--- config.mk ---
export PLATFORM = sky130hd
export DESIGN_NAME = imu_gyro_integrate_accel_tilt
export DESIGN_NICKNAME = d
export VERILOG_FILES = /design/src/rtl/igt_pkg.sv /design/src/rtl/igt_integ.sv /design/src/rtl/igt_cordic.sv /design/src/rtl/imu_gyro_integrate_accel_tilt.sv
export SDC_FILE = /design/constraint.sdc
export NUM_CORES = 2
export LEC_CHECK = 0
export ABC_CLOCK_PERIOD_IN_PS = 12600
export BUFFER_PORTS_ARGS = -buffer_cell sky130_fd_sc_hd__buf_2
export CAP_MARGIN = 30
export CORE_MARGIN = 2
export CORE_UTILIZATION = 55
export DETAILED_ROUTE_END_ITERATION = 8
export MAX_ROUTING_LAYER = met4
export PLACE_DENSITY = 0.81
export SKIP_LAST_GASP = 1
export SLEW_MARGIN = 40
export SYNTH_ARGS = -nofsm -noshare
export SYNTH_HDL_FRONTEND = slang
export SYNTH_SLANG_ARGS = --single-unit
--- constraint.sdc ---
create_clock -name clk -period 12.6 [get_ports clk]
set_input_delay 0 -clock clk [delete_from_list [all_inputs] [get_ports clk]]
set_output_delay 0 -clock clk [all_outputs]
set_load 0.05 [all_outputs]
--- src/rtl/igt_pkg.sv ---
// Shared types, constants and the arctangent angle table for the IMU
// gyro integration and accelerometer tilt block. No dependencies.
`default_nettype none
package igt_pkg;

	localparam int SMP_W     = 16;
	localparam int GAIN_W    = 32;
	localparam int ACC_W     = 40;
	localparam int TILT_W    = 16;
	localparam int MAG_W     = 15;
	localparam int ANG_W     = 22;
	localparam int MAX_STEPS = 24;
	localparam int STEP_W    = 5;

	localparam logic [GAIN_W-1:0] GAIN_RESET   = 32'd261888;
	localparam logic [MAG_W-1:0]  QUARTER_TURN = 15'd23040;
	localparam logic [23:0]       ANG90_Q16    = 24'd5898240;

	// One input transaction: three accelerometer and three gyro samples
	typedef struct packed {
		logic signed [SMP_W-1:0] accel_x;
		logic signed [SMP_W-1:0] accel_y;
		logic signed [SMP_W-1:0] accel_z;
		logic signed [SMP_W-1:0] rate_x;
		logic signed [SMP_W-1:0] rate_y;
		logic signed [SMP_W-1:0] rate_z;
	} igt_in_t;

	// One output transaction
	typedef struct packed {
		logic signed [ACC_W-1:0]  roll_integrated;
		logic signed [ACC_W-1:0]  pitch_integrated;
		logic signed [ACC_W-1:0]  yaw_integrated;
		logic signed [TILT_W-1:0] roll_tilt;
		logic signed [TILT_W-1:0] pitch_tilt;
		logic signed [TILT_W-1:0] yaw_tilt;
	} igt_out_t;

	// atan(2^-i) in units of 2^-16 degree
	function automatic logic [ANG_W-1:0] atan_entry(input logic [STEP_W-1:0] i);
		logic [ANG_W-1:0] a;
		case (i)
			5'd0:    a = 22'd2949120;
			5'd1:    a = 22'd1740967;
			5'd2:    a = 22'd919879;
			5'd3:    a = 22'd466945;
			5'd4:    a = 22'd234379;
			5'd5:    a = 22'd117305;
			5'd6:    a = 22'd58666;
			5'd7:    a = 22'd29335;
			5'd8:    a = 22'd14668;
			5'd9:    a = 22'd7334;
			5'd10:   a = 22'd3667;
			5'd11:   a = 22'd1833;
			5'd12:   a = 22'd917;
			5'd13:   a = 22'd458;
			5'd14:   a = 22'd229;
			5'd15:   a = 22'd115;
			5'd16:   a = 22'd57;
			5'd17:   a = 22'd29;
			5'd18:   a = 22'd14;
			5'd19:   a = 22'd7;
			5'd20:   a = 22'd4;
			5'd21:   a = 22'd2;
			5'd22:   a = 22'd1;
			default: a = 22'd0;
		endcase
		return a;
	endfunction

endpackage
`default_nettype wire

--- src/rtl/igt_integ.sv ---
// Gyro rate integrator: one shared 16x32 multiplier and saturating adder
// walk the three axes in turn. Depends on igt_pkg.
`default_nettype none
module igt_integ
	import igt_pkg::*;
(
	input  wire logic                     clk,
	input  wire logic                     arst_n,
	input  wire logic                     start,
	input  wire logic [GAIN_W-1:0]        gain,
	input  wire logic signed [SMP_W-1:0]  rate_x,
	input  wire logic signed [SMP_W-1:0]  rate_y,
	input  wire logic signed [SMP_W-1:0]  rate_z,
	output logic signed [ACC_W-1:0]       acc_x,
	output logic signed [ACC_W-1:0]       acc_y,
	output logic signed [ACC_W-1:0]       acc_z,
	output logic                          busy
);

	localparam int PROD_W = SMP_W + GAIN_W + 1;
	localparam int INC_W  = PROD_W - 16;

	logic [1:0]               cnt_q;
	logic                     run_q;
	logic                     valid_s1;
	logic [1:0]               axis_s1;
	logic signed [PROD_W-1:0] prod_s1;
	logic signed [ACC_W-1:0]  acc_q [3];

	logic signed [SMP_W-1:0]  raw_sel;
	logic signed [INC_W-1:0]  inc;
	logic signed [ACC_W:0]    sum;
	logic signed [ACC_W-1:0]  acc_cur;
	logic signed [ACC_W-1:0]  acc_new;

	// operand select for the shared multiplier
	always_comb begin
		case (cnt_q)
			2'd0:    raw_sel = rate_x;
			2'd1:    raw_sel = rate_y;
			default: raw_sel = rate_z;
		endcase
	end

	// floor shift by 16, then saturating add
	always_comb begin
		inc     = prod_s1[PROD_W-1:16];
		acc_cur = acc_q[axis_s1];
		sum     = {acc_cur[ACC_W-1], acc_cur} + (ACC_W+1)'(inc);
		if (sum[ACC_W] != sum[ACC_W-1]) begin
			acc_new = sum[ACC_W] ? {1'b1, {(ACC_W-1){1'b0}}} : {1'b0, {(ACC_W-1){1'b1}}};
		end else begin
			acc_new = sum[ACC_W-1:0];
		end
	end

	// axis counter
	always_ff @(posedge clk or negedge arst_n) begin
		if (!arst_n) begin
			cnt_q    <= 2'd0;
			run_q    <= 1'b0;
			valid_s1 <= 1'b0;
		end else begin
			valid_s1 <= run_q;
			if (start) begin
				cnt_q <= 2'd0;
				run_q <= 1'b1;
			end else if (run_q) begin
				cnt_q <= cnt_q + 2'd1;
				if (cnt_q == 2'd2) begin
					run_q <= 1'b0;
				end
			end
		end
	end

	// multiply stage
	always_ff @(posedge clk) begin
		if (run_q) begin
			prod_s1 <= PROD_W'(raw_sel) * $signed({1'b0, gain});
			axis_s1 <= cnt_q;
		end
	end

	// accumulators
	always_ff @(posedge clk or negedge arst_n) begin
		if (!arst_n) begin
			acc_q[0] <= '0;
			acc_q[1] <= '0;
			acc_q[2] <= '0;
		end else if (valid_s1) begin
			acc_q[axis_s1] <= acc_new;
		end
	end

	assign acc_x = acc_q[0];
	assign acc_y = acc_q[1];
	assign acc_z = acc_q[2];
	assign busy  = run_q | valid_s1;

endmodule
`default_nettype wire

--- src/rtl/igt_cordic.sv ---
// Vectoring CORDIC arctangent, one iteration per cycle on a shared
// add/shift unit. Depends on igt_pkg.
`default_nettype none
module igt_cordic
	import igt_pkg::*;
#(
	parameter int STEPS = 16
) (
	input  wire logic                     clk,
	input  wire logic                     arst_n,
	input  wire logic                     start,
	input  wire logic signed [SMP_W-1:0]  num,
	input  wire logic signed [SMP_W-1:0]  den,
	output logic                          done,
	output logic [MAG_W-1:0]              mag,
	output logic                          neg
);

	localparam int EFF_STEPS = (STEPS > MAX_STEPS) ? MAX_STEPS : STEPS;
	localparam logic [STEP_W-1:0] LAST = STEP_W'(EFF_STEPS - 1);
	localparam int XW = 33;
	localparam int ZW = 25;

	localparam logic [1:0] C_IDLE = 2'd0;
	localparam logic [1:0] C_RUN  = 2'd1;
	localparam logic [1:0] C_FIN  = 2'd2;

	logic [1:0]            state_q;
	logic [STEP_W-1:0]     i_q;
	logic signed [XW-1:0]  x_q;
	logic signed [XW-1:0]  y_q;
	logic signed [ZW-1:0]  z_q;
	logic [MAG_W-1:0]      mag_q;
	logic                  neg_q;
	logic                  done_q;

	logic signed [SMP_W:0] num_w;
	logic signed [SMP_W:0] den_w;
	logic signed [SMP_W:0] num_abs;
	logic signed [SMP_W:0] den_abs;
	logic signed [XW-1:0]  xs;
	logic signed [XW-1:0]  ys;
	logic signed [XW-1:0]  x_n;
	logic signed [XW-1:0]  y_n;
	logic signed [ZW-1:0]  z_n;
	logic signed [ZW-1:0]  step_ang;
	logic [23:0]           z_clamp;
	logic [23:0]           z_round;

	// operand folding
	always_comb begin
		num_w   = {num[SMP_W-1], num};
		den_w   = {den[SMP_W-1], den};
		num_abs = num_w[SMP_W] ? -num_w : num_w;
		den_abs = den_w[SMP_W] ? -den_w : den_w;
	end

	// one micro-rotation
	always_comb begin
		xs       = x_q >>> i_q;
		ys       = y_q >>> i_q;
		step_ang = ZW'(atan_entry(i_q));
		if (!y_q[XW-1]) begin
			x_n = x_q + ys;
			y_n = y_q - xs;
			z_n = z_q + step_ang;
		end else begin
			x_n = x_q - ys;
			y_n = y_q + xs;
			z_n = z_q - step_ang;
		end
	end

	// clamp to 0..90 degrees, round half up to 2^-8 degree
	always_comb begin
		if (z_q[ZW-1]) begin
			z_clamp = '0;
		end else if (z_q[23:0] > ANG90_Q16) begin
			z_clamp = ANG90_Q16;
		end else begin
			z_clamp = z_q[23:0];
		end
		z_round = z_clamp + 24'd128;
	end

	// sequencer
	always_ff @(posedge clk or negedge arst_n) begin
		if (!arst_n) begin
			state_q <= C_IDLE;
			done_q  <= 1'b0;
		end else begin
			done_q <= 1'b0;
			unique case (state_q)
				C_IDLE: begin
					if (start) begin
						if (den == '0) begin
							done_q <= 1'b1;
						end else begin
							state_q <= C_RUN;
						end
					end
				end
				C_RUN: begin
					if (i_q == LAST) begin
						state_q <= C_FIN;
					end
				end
				C_FIN: begin
					done_q  <= 1'b1;
					state_q <= C_IDLE;
				end
				default: state_q <= C_IDLE;
			endcase
		end
	end

	// datapath
	always_ff @(posedge clk) begin
		if (state_q == C_IDLE && start) begin
			neg_q <= num[SMP_W-1] ^ den[SMP_W-1];
			mag_q <= (num == '0) ? '0 : QUARTER_TURN;
			x_q   <= XW'(den_abs) <<< 14;
			y_q   <= XW'(num_abs) <<< 14;
			z_q   <= '0;
			i_q   <= '0;
		end else if (state_q == C_RUN) begin
			x_q <= x_n;
			y_q <= y_n;
			z_q <= z_n;
			i_q <= i_q + STEP_W'(1);
		end else if (state_q == C_FIN) begin
			mag_q <= z_round[22:8];
		end
	end

	assign done = done_q;
	assign mag  = mag_q;
	assign neg  = neg_q;

endmodule
`default_nettype wire

--- src/rtl/imu_gyro_integrate_accel_tilt.sv ---
// IMU gyro integration and accelerometer tilt, top level: register,
// sequencer and output register. Depends on igt_pkg, igt_integ, igt_cordic.
//
// Usage:
//   in_valid/in_ready/in_data carries one sample tick (three accel, three
//   gyro readings). out_valid/out_ready/out_data returns one result per tick:
//   the three gyro angle accumulators after the update and the roll, pitch
//   and yaw tilt angles from the accelerometer.
//   cfg_valid/cfg_ready/cfg_data writes the gyro gain; cfg_ready is always
//   high, and the gain must only change while the block is idle.
// Sequencing:
//   A result is loaded once the yaw angle is done, the integrator is idle and the output
//   register is free; the next tick can be accepted in the cycle after that load. A zero
//   denominator cuts an angle short, with no iterations. The three arctangents run one after
//   another on a single CORDIC unit, one iteration per cycle; the gyro axes share one
//   multiplier alongside them. in_ready is high only while no tick is in progress.
// Reset and stall:
//   arst_n clears the accumulators, restores the default gain and empties
//   the output register. A finished result stays in the output register
//   while out_ready is low; a new tick may be accepted meanwhile and waits
//   at its end until the register frees.
`default_nettype none
module imu_gyro_integrate_accel_tilt
	import igt_pkg::*;
#(
	parameter int CORDIC_STEPS = 16
) (
	input  wire logic              clk,
	input  wire logic              arst_n,
	input  wire logic              cfg_valid,
	output logic                   cfg_ready,
	input  wire logic [GAIN_W-1:0] cfg_data,
	input  wire logic              in_valid,
	output logic                   in_ready,
	input  wire igt_in_t           in_data,
	output logic                   out_valid,
	input  wire logic              out_ready,
	output igt_out_t               out_data
);

	localparam logic [2:0] S_IDLE  = 3'd0;
	localparam logic [2:0] S_ROLL  = 3'd1;
	localparam logic [2:0] S_PITCH = 3'd2;
	localparam logic [2:0] S_YAW   = 3'd3;
	localparam logic [2:0] S_DONE  = 3'd4;

	logic [2:0]               state_q;
	logic                     start_q;
	logic [GAIN_W-1:0]        gain_q;
	igt_in_t                  smp_q;
	logic signed [TILT_W-1:0] roll_q;
	logic signed [TILT_W-1:0] pitch_q;
	logic signed [TILT_W-1:0] yaw_q;
	igt_out_t                 out_q;
	logic                     out_valid_q;

	logic                     in_fire;
	logic                     out_load;
	logic signed [SMP_W-1:0]  c_num;
	logic signed [SMP_W-1:0]  c_den;
	logic                     c_done;
	logic [MAG_W-1:0]         c_mag;
	logic                     c_neg;
	logic signed [TILT_W-1:0] c_pos;
	logic signed [TILT_W-1:0] c_ang;
	logic signed [ACC_W-1:0]  acc_x;
	logic signed [ACC_W-1:0]  acc_y;
	logic signed [ACC_W-1:0]  acc_z;
	logic                     integ_busy;

	assign in_ready  = (state_q == S_IDLE);
	assign in_fire   = in_valid & in_ready;
	assign cfg_ready = 1'b1;
	assign out_load  = (state_q == S_DONE) && !integ_busy && (!out_valid_q || out_ready);

	// gain register
	always_ff @(posedge clk or negedge arst_n) begin
		if (!arst_n) begin
			gain_q <= GAIN_RESET;
		end else if (cfg_valid && cfg_ready) begin
			gain_q <= cfg_data;
		end
	end

	// sample capture
	always_ff @(posedge clk) begin
		if (in_fire) begin
			smp_q <= in_data;
		end
	end

	// CORDIC operand select by angle
	always_comb begin
		case (state_q)
			S_PITCH: begin
				c_num = smp_q.accel_x;
				c_den = smp_q.accel_z;
			end
			S_YAW: begin
				c_num = smp_q.accel_y;
				c_den = smp_q.accel_x;
			end
			default: begin
				c_num = smp_q.accel_y;
				c_den = smp_q.accel_z;
			end
		endcase
	end

	// signed angle from magnitude and quadrant
	always_comb begin
		c_pos = {1'b0, c_mag};
		c_ang = c_neg ? -c_pos : c_pos;
	end

	igt_integ u_integ (
		.clk    (clk),
		.arst_n (arst_n),
		.start  (in_fire),
		.gain   (gain_q),
		.rate_x (smp_q.rate_x),
		.rate_y (smp_q.rate_y),
		.rate_z (smp_q.rate_z),
		.acc_x  (acc_x),
		.acc_y  (acc_y),
		.acc_z  (acc_z),
		.busy   (integ_busy)
	);

	igt_cordic #(
		.STEPS (CORDIC_STEPS)
	) u_cordic (
		.clk    (clk),
		.arst_n (arst_n),
		.start  (start_q),
		.num    (c_num),
		.den    (c_den),
		.done   (c_done),
		.mag    (c_mag),
		.neg    (c_neg)
	);

	// sequencer
	always_ff @(posedge clk or negedge arst_n) begin
		if (!arst_n) begin
			state_q <= S_IDLE;
			start_q <= 1'b0;
		end else begin
			start_q <= 1'b0;
			unique case (state_q)
				S_IDLE: begin
					if (in_fire) begin
						state_q <= S_ROLL;
						start_q <= 1'b1;
					end
				end
				S_ROLL: begin
					if (c_done) begin
						state_q <= S_PITCH;
						start_q <= 1'b1;
					end
				end
				S_PITCH: begin
					if (c_done) begin
						state_q <= S_YAW;
						start_q <= 1'b1;
					end
				end
				S_YAW: begin
					if (c_done) begin
						state_q <= S_DONE;
					end
				end
				S_DONE: begin
					if (out_load) begin
						state_q <= S_IDLE;
					end
				end
				default: state_q <= S_IDLE;
			endcase
		end
	end

	// tilt results; pitch is the negated angle
	always_ff @(posedge clk) begin
		if (c_done) begin
			case (state_q)
				S_ROLL:  roll_q  <= c_ang;
				S_PITCH: pitch_q <= -c_ang;
				S_YAW:   yaw_q   <= c_ang;
				default: ;
			endcase
		end
	end

	// output register
	always_ff @(posedge clk or negedge arst_n) begin
		if (!arst_n) begin
			out_valid_q <= 1'b0;
		end else if (out_load) begin
			out_valid_q <= 1'b1;
		end else if (out_ready) begin
			out_valid_q <= 1'b0;
		end
	end

	always_ff @(posedge clk) begin
		if (out_load) begin
			out_q.roll_integrated  <= acc_x;
			out_q.pitch_integrated <= acc_y;
			out_q.yaw_integrated   <= acc_z;
			out_q.roll_tilt        <= roll_q;
			out_q.pitch_tilt       <= pitch_q;
			out_q.yaw_tilt         <= yaw_q;
		end
	end

	assign out_valid = out_valid_q;
	assign out_data  = out_q;

`ifndef SYNTHESIS
	a_busy_after_accept: assert property (@(posedge clk) disable iff (!arst_n)
		in_fire |=> !in_ready)
		else $error("input accepted while a tick is still in progress");

	a_done_in_angle_state: assert property (@(posedge clk) disable iff (!arst_n)
		c_done |-> (state_q == S_ROLL || state_q == S_PITCH || state_q == S_YAW))
		else $error("CORDIC finished outside an angle evaluation");

	a_integ_quiet_when_idle: assert property (@(posedge clk) disable iff (!arst_n)
		(state_q == S_IDLE) |-> !integ_busy)
		else $error("integrator still busy with the sequencer idle");

	a_tilt_range: assert property (@(posedge clk) disable iff (!arst_n)
		out_valid |-> (out_data.roll_tilt <= 16'sd23040 && out_data.roll_tilt >= -16'sd23040
			&& out_data.yaw_tilt <= 16'sd23040 && out_data.yaw_tilt >= -16'sd23040))
		else $error("tilt angle beyond a quarter turn");
`endif

endmodule
`default_nettype wire

==> results.yml <==
status:
  status: "finished, final reports clean"
min_path:
  worst_hold_path_type: "input pin to register"
  min_from: "cfg_valid"
  min_to: "gain_q[1]"
  hold_depth: 2
placement:
  routabilityCongestion: 1.01
  hpwlAfterDp_um: 111000
  placement.io_buffers: 302
grt:
  grt-ovfl-total: 0
  grt_pass1_vias: 41900
  grt_antenna_before_repair: 4
  grt_pass1_wl_um: 237000
  track_usage_pct: 31.8
  grt_max_degree: 91
sta:
  setup_viol: 0
  layout_min_cycle_time_ns: 8.99
  slew_headroom_pct: 38.3
  tightest_slew_ns: 0.920
  hold_violations: 0
  hold_slack_ns: 0.0329
  slew_violations: 0
  fin_setup_tns_ns: 0
  max_freq_mhz: 111
  skew_ns: 0.0247
  rsz0062_at_grt: "no"
  post-route-period-util_pct: 71.3
critical_path:
  r2r_slack_ns: 3.61
  cpPeakStageDelay_ns: 0.64
  cp_slowest_cell: "ha_1"
  crit_top_cell: "fa_1"
  rr_endpoint: "u_integ.prod_s1[48]"
  crit_family: "adder cells"
  cp.required_ns: 12.99
  worstReg2RegStart: "u_integ.cnt_q[1]"
  r2r_cells: 30
  worst_setup_path_end_kind: "register"
  crit_type: "register to register"
  critical_path_arrival_ns: 9.38
  crit_path_start_kind: "register"
  cp_max_fo: 32
  worst-path-buf-inv: 7
synthesis:
  syn_avg_cell_area_sq_um: 10.0
  synthesis.nets: 6160
  synth_cell_types: 100
  async_flop_share_pct: 25.4
  synth_edf_count: 401
  yosysWarnings: 0
  synth_seq_area_share_pct: 33.4
  synthCells: 5309
  synth_ff_type: "edfxtp_1"
  syn_area_sq_mm: 0.0532
  synth_seq_cells: 645
floorplanning:
  dieArea_sq_mm: 0.0993
  die_w_um: 315
  die_h_um: 315
  num_io_pins: 304
  std_cell_rows: 114
  initial_core_util_pct: 55.3
  core_sq_mm: 0.0963
drt:
  wl_met3_um: 15700
  routed_wl_um: 154000
  first_pass_iters: 8
  wl_per_cell_um: 22.1
  num_vias: 42300
  antenna_left: 0
  top_layer: "met4"
  wl_met2_um: 71500
  m1WireLength_um: 59600
  via_per_inst: 6.09
  drtIter0Drc: 4604
  drc: 0
clock_tree:
  htreeDepth: 3
  hold_buffers: 133
  clock-sinks: 645
  clk-insertion-delay-late_ns: 0.66
  post_cts_buffers: 0
  cts.repair.resized: 0
  cts_buffer_depth: 3
  clk_pin_slew_worst_paths_ns: 0.06
  cts_buffers: 72
  cts_tree: "built"
  clockRootBuffer: "clkbuf_16"
final_layout:
  synthToLayoutAreaGrowth_pct: 12.0
  final_nets: 6462
  fill_cells: 7595
  drive_gt1_share_pct: 12.6
pwr:
  leakage_nw: 25.2
  pwr-share-clk_pct: 20.6
  power_density_mw_per_mm2: 179
  ir_worst_vdd_mv: 0.408
  power.switching_mw: 4.34
  p_sw_share_pct: 40.7
  p_comb_share_pct: 54.7
  seqPwrFrac_pct: 24.7
  p_int_mw: 6.32
flow_run:
  cap_violations: 0
==> how the worst max path moves through the flow <==
| stage | startpoint | to | slack (ns) | cells past startpoint |
|---|---|---|---|---|
| after CTS | u_integ.cnt_q[1] | u_integ.prod_s1[48] | 3.61 | 30 |
| after floorplan | u_integ.run_q | out_data[0] | 2.36 | 2 |
| after global placement | u_integ.cnt_q[0] | u_integ.prod_s1[48] | 3.60 | 30 |
| final | u_integ.cnt_q[1] | u_integ.prod_s1[48] | 3.61 | 30 |
| after detailed placement | u_integ.cnt_q[1] | u_integ.prod_s1[48] | 3.66 | 30 |
| after global routing | u_integ.cnt_q[1] | u_integ.prod_s1[48] | 3.23 | 30 |
==> layout by cell type (no fill, tap or decap), types with 76 or more instances in the layout <==
cell type,instances
o21ai_0,335
xor2_1,119
dfxtp_1,77
fa_1,421
nand3_1,76
and2_1,211
mux2i_1,137
nor2_1,254
dlygate4sd3_1,132
inv_1,573
edfxtp_1,401
nand2_1,673
ha_1,297
buf_2,301
dfrtp_1,153
a21o_1,76
a21oi_1,246
xnor2_1,167
mux4_2,91
==> synthesized netlist by cell type (all sizes together), types with 49 or more instances <==
cell type	n	area, sq um
clkbuf	206	773
nor2	257	967
edfxtp	401	12000
o21ai	339	1700
xor2	119	1040
mux2i	138	1390
and2	214	1340
ha	297	3720
nor3	62	310
inv	574	2150
xnor2	167	1460
fa	421	8430
nand3	77	390
nand2	682	2570
dfxtp	80	1600
mux4	96	2180
a21oi	249	1250
a31oi	55	344
nor2b	49	314
buf	59	352
a21o	76	571
mux2	64	721
dfrtp	154	3850
==> state kept, by name (all words and copies together) (netlist names), 32 cells and up <==
signal / flops
u_integ.acc_y: 40
u_cordic.y_q: 33
u_integ.acc_x: 40
u_integ.acc_z: 40
gain_q: 32
out_data: 168
u_cordic.x_q: 33
u_integ.prod_s1: 33
smp_q: 96
==> logic make-up (layout without fill, tap and decap cells) <==
family	Yosys count	after routing	synth area share, %
XOR/XNOR	286	286	4.71
other	1	4	0.00705
AND/OR/NAND/NOR	1503	1503	13.2
multiplexers	298	298	8.07
adder cells (fa/ha/maj)	718	718	22.8
flip-flops	645	645	33.4
buffers and inverters	842	1201	6.18
AO/OA/AOI/OAI	1016	1016	11.7
==> final cells by class <==
type                    instances  area [sq um]  share of cell area [%]
diodes                          3          7.51                  0.0126
clock buffers                  90          1950                    3.28
clock inverters                41           477                   0.800
inverters                     577          2170                    3.63
multi-input cells            3822         32300                    54.2
flip-flops and latches        645         17800                    29.8
well taps                    1276          1600                    2.68
repair buffers                493          3350                    5.62
==> through the flow <==
stage                     worst slack (ns)  instance area, sq um  std cells  power [mW]  utilization [%]
after floorplan                       2.36                 53200       5309        6.80                -
after global placement                3.60                 55700       6676        8.14             57.9
after detailed placement              3.66                 55700       6678        8.39             57.9
after CTS                             3.61                 59500       6942        10.6             61.8
after global routing                  3.23                 59600       6946        11.4             61.9
final                                 3.61                 59600       6947        10.7             61.9
==> power by group through the flow <==
stage	clock network [mW]	registers [mW]	logic (mW)
finish	2.19	2.63	5.83
global route	2.30	2.63	6.51
CTS	2.22	2.63	5.80
detailed placement	0	2.67	5.72
global placement	0	2.67	5.46
floorplan	0	2.62	4.18
==> layer usage <==
metal / track usage [%] / vias up
li1: - / 18800
met1: 41.0 / 20800
met2: 49.4 / 2302
met3: 6.40 / 430
met4: 12.8 / 0
met5: - / -
No activity file was read; power rests on OpenSTA's default activity.
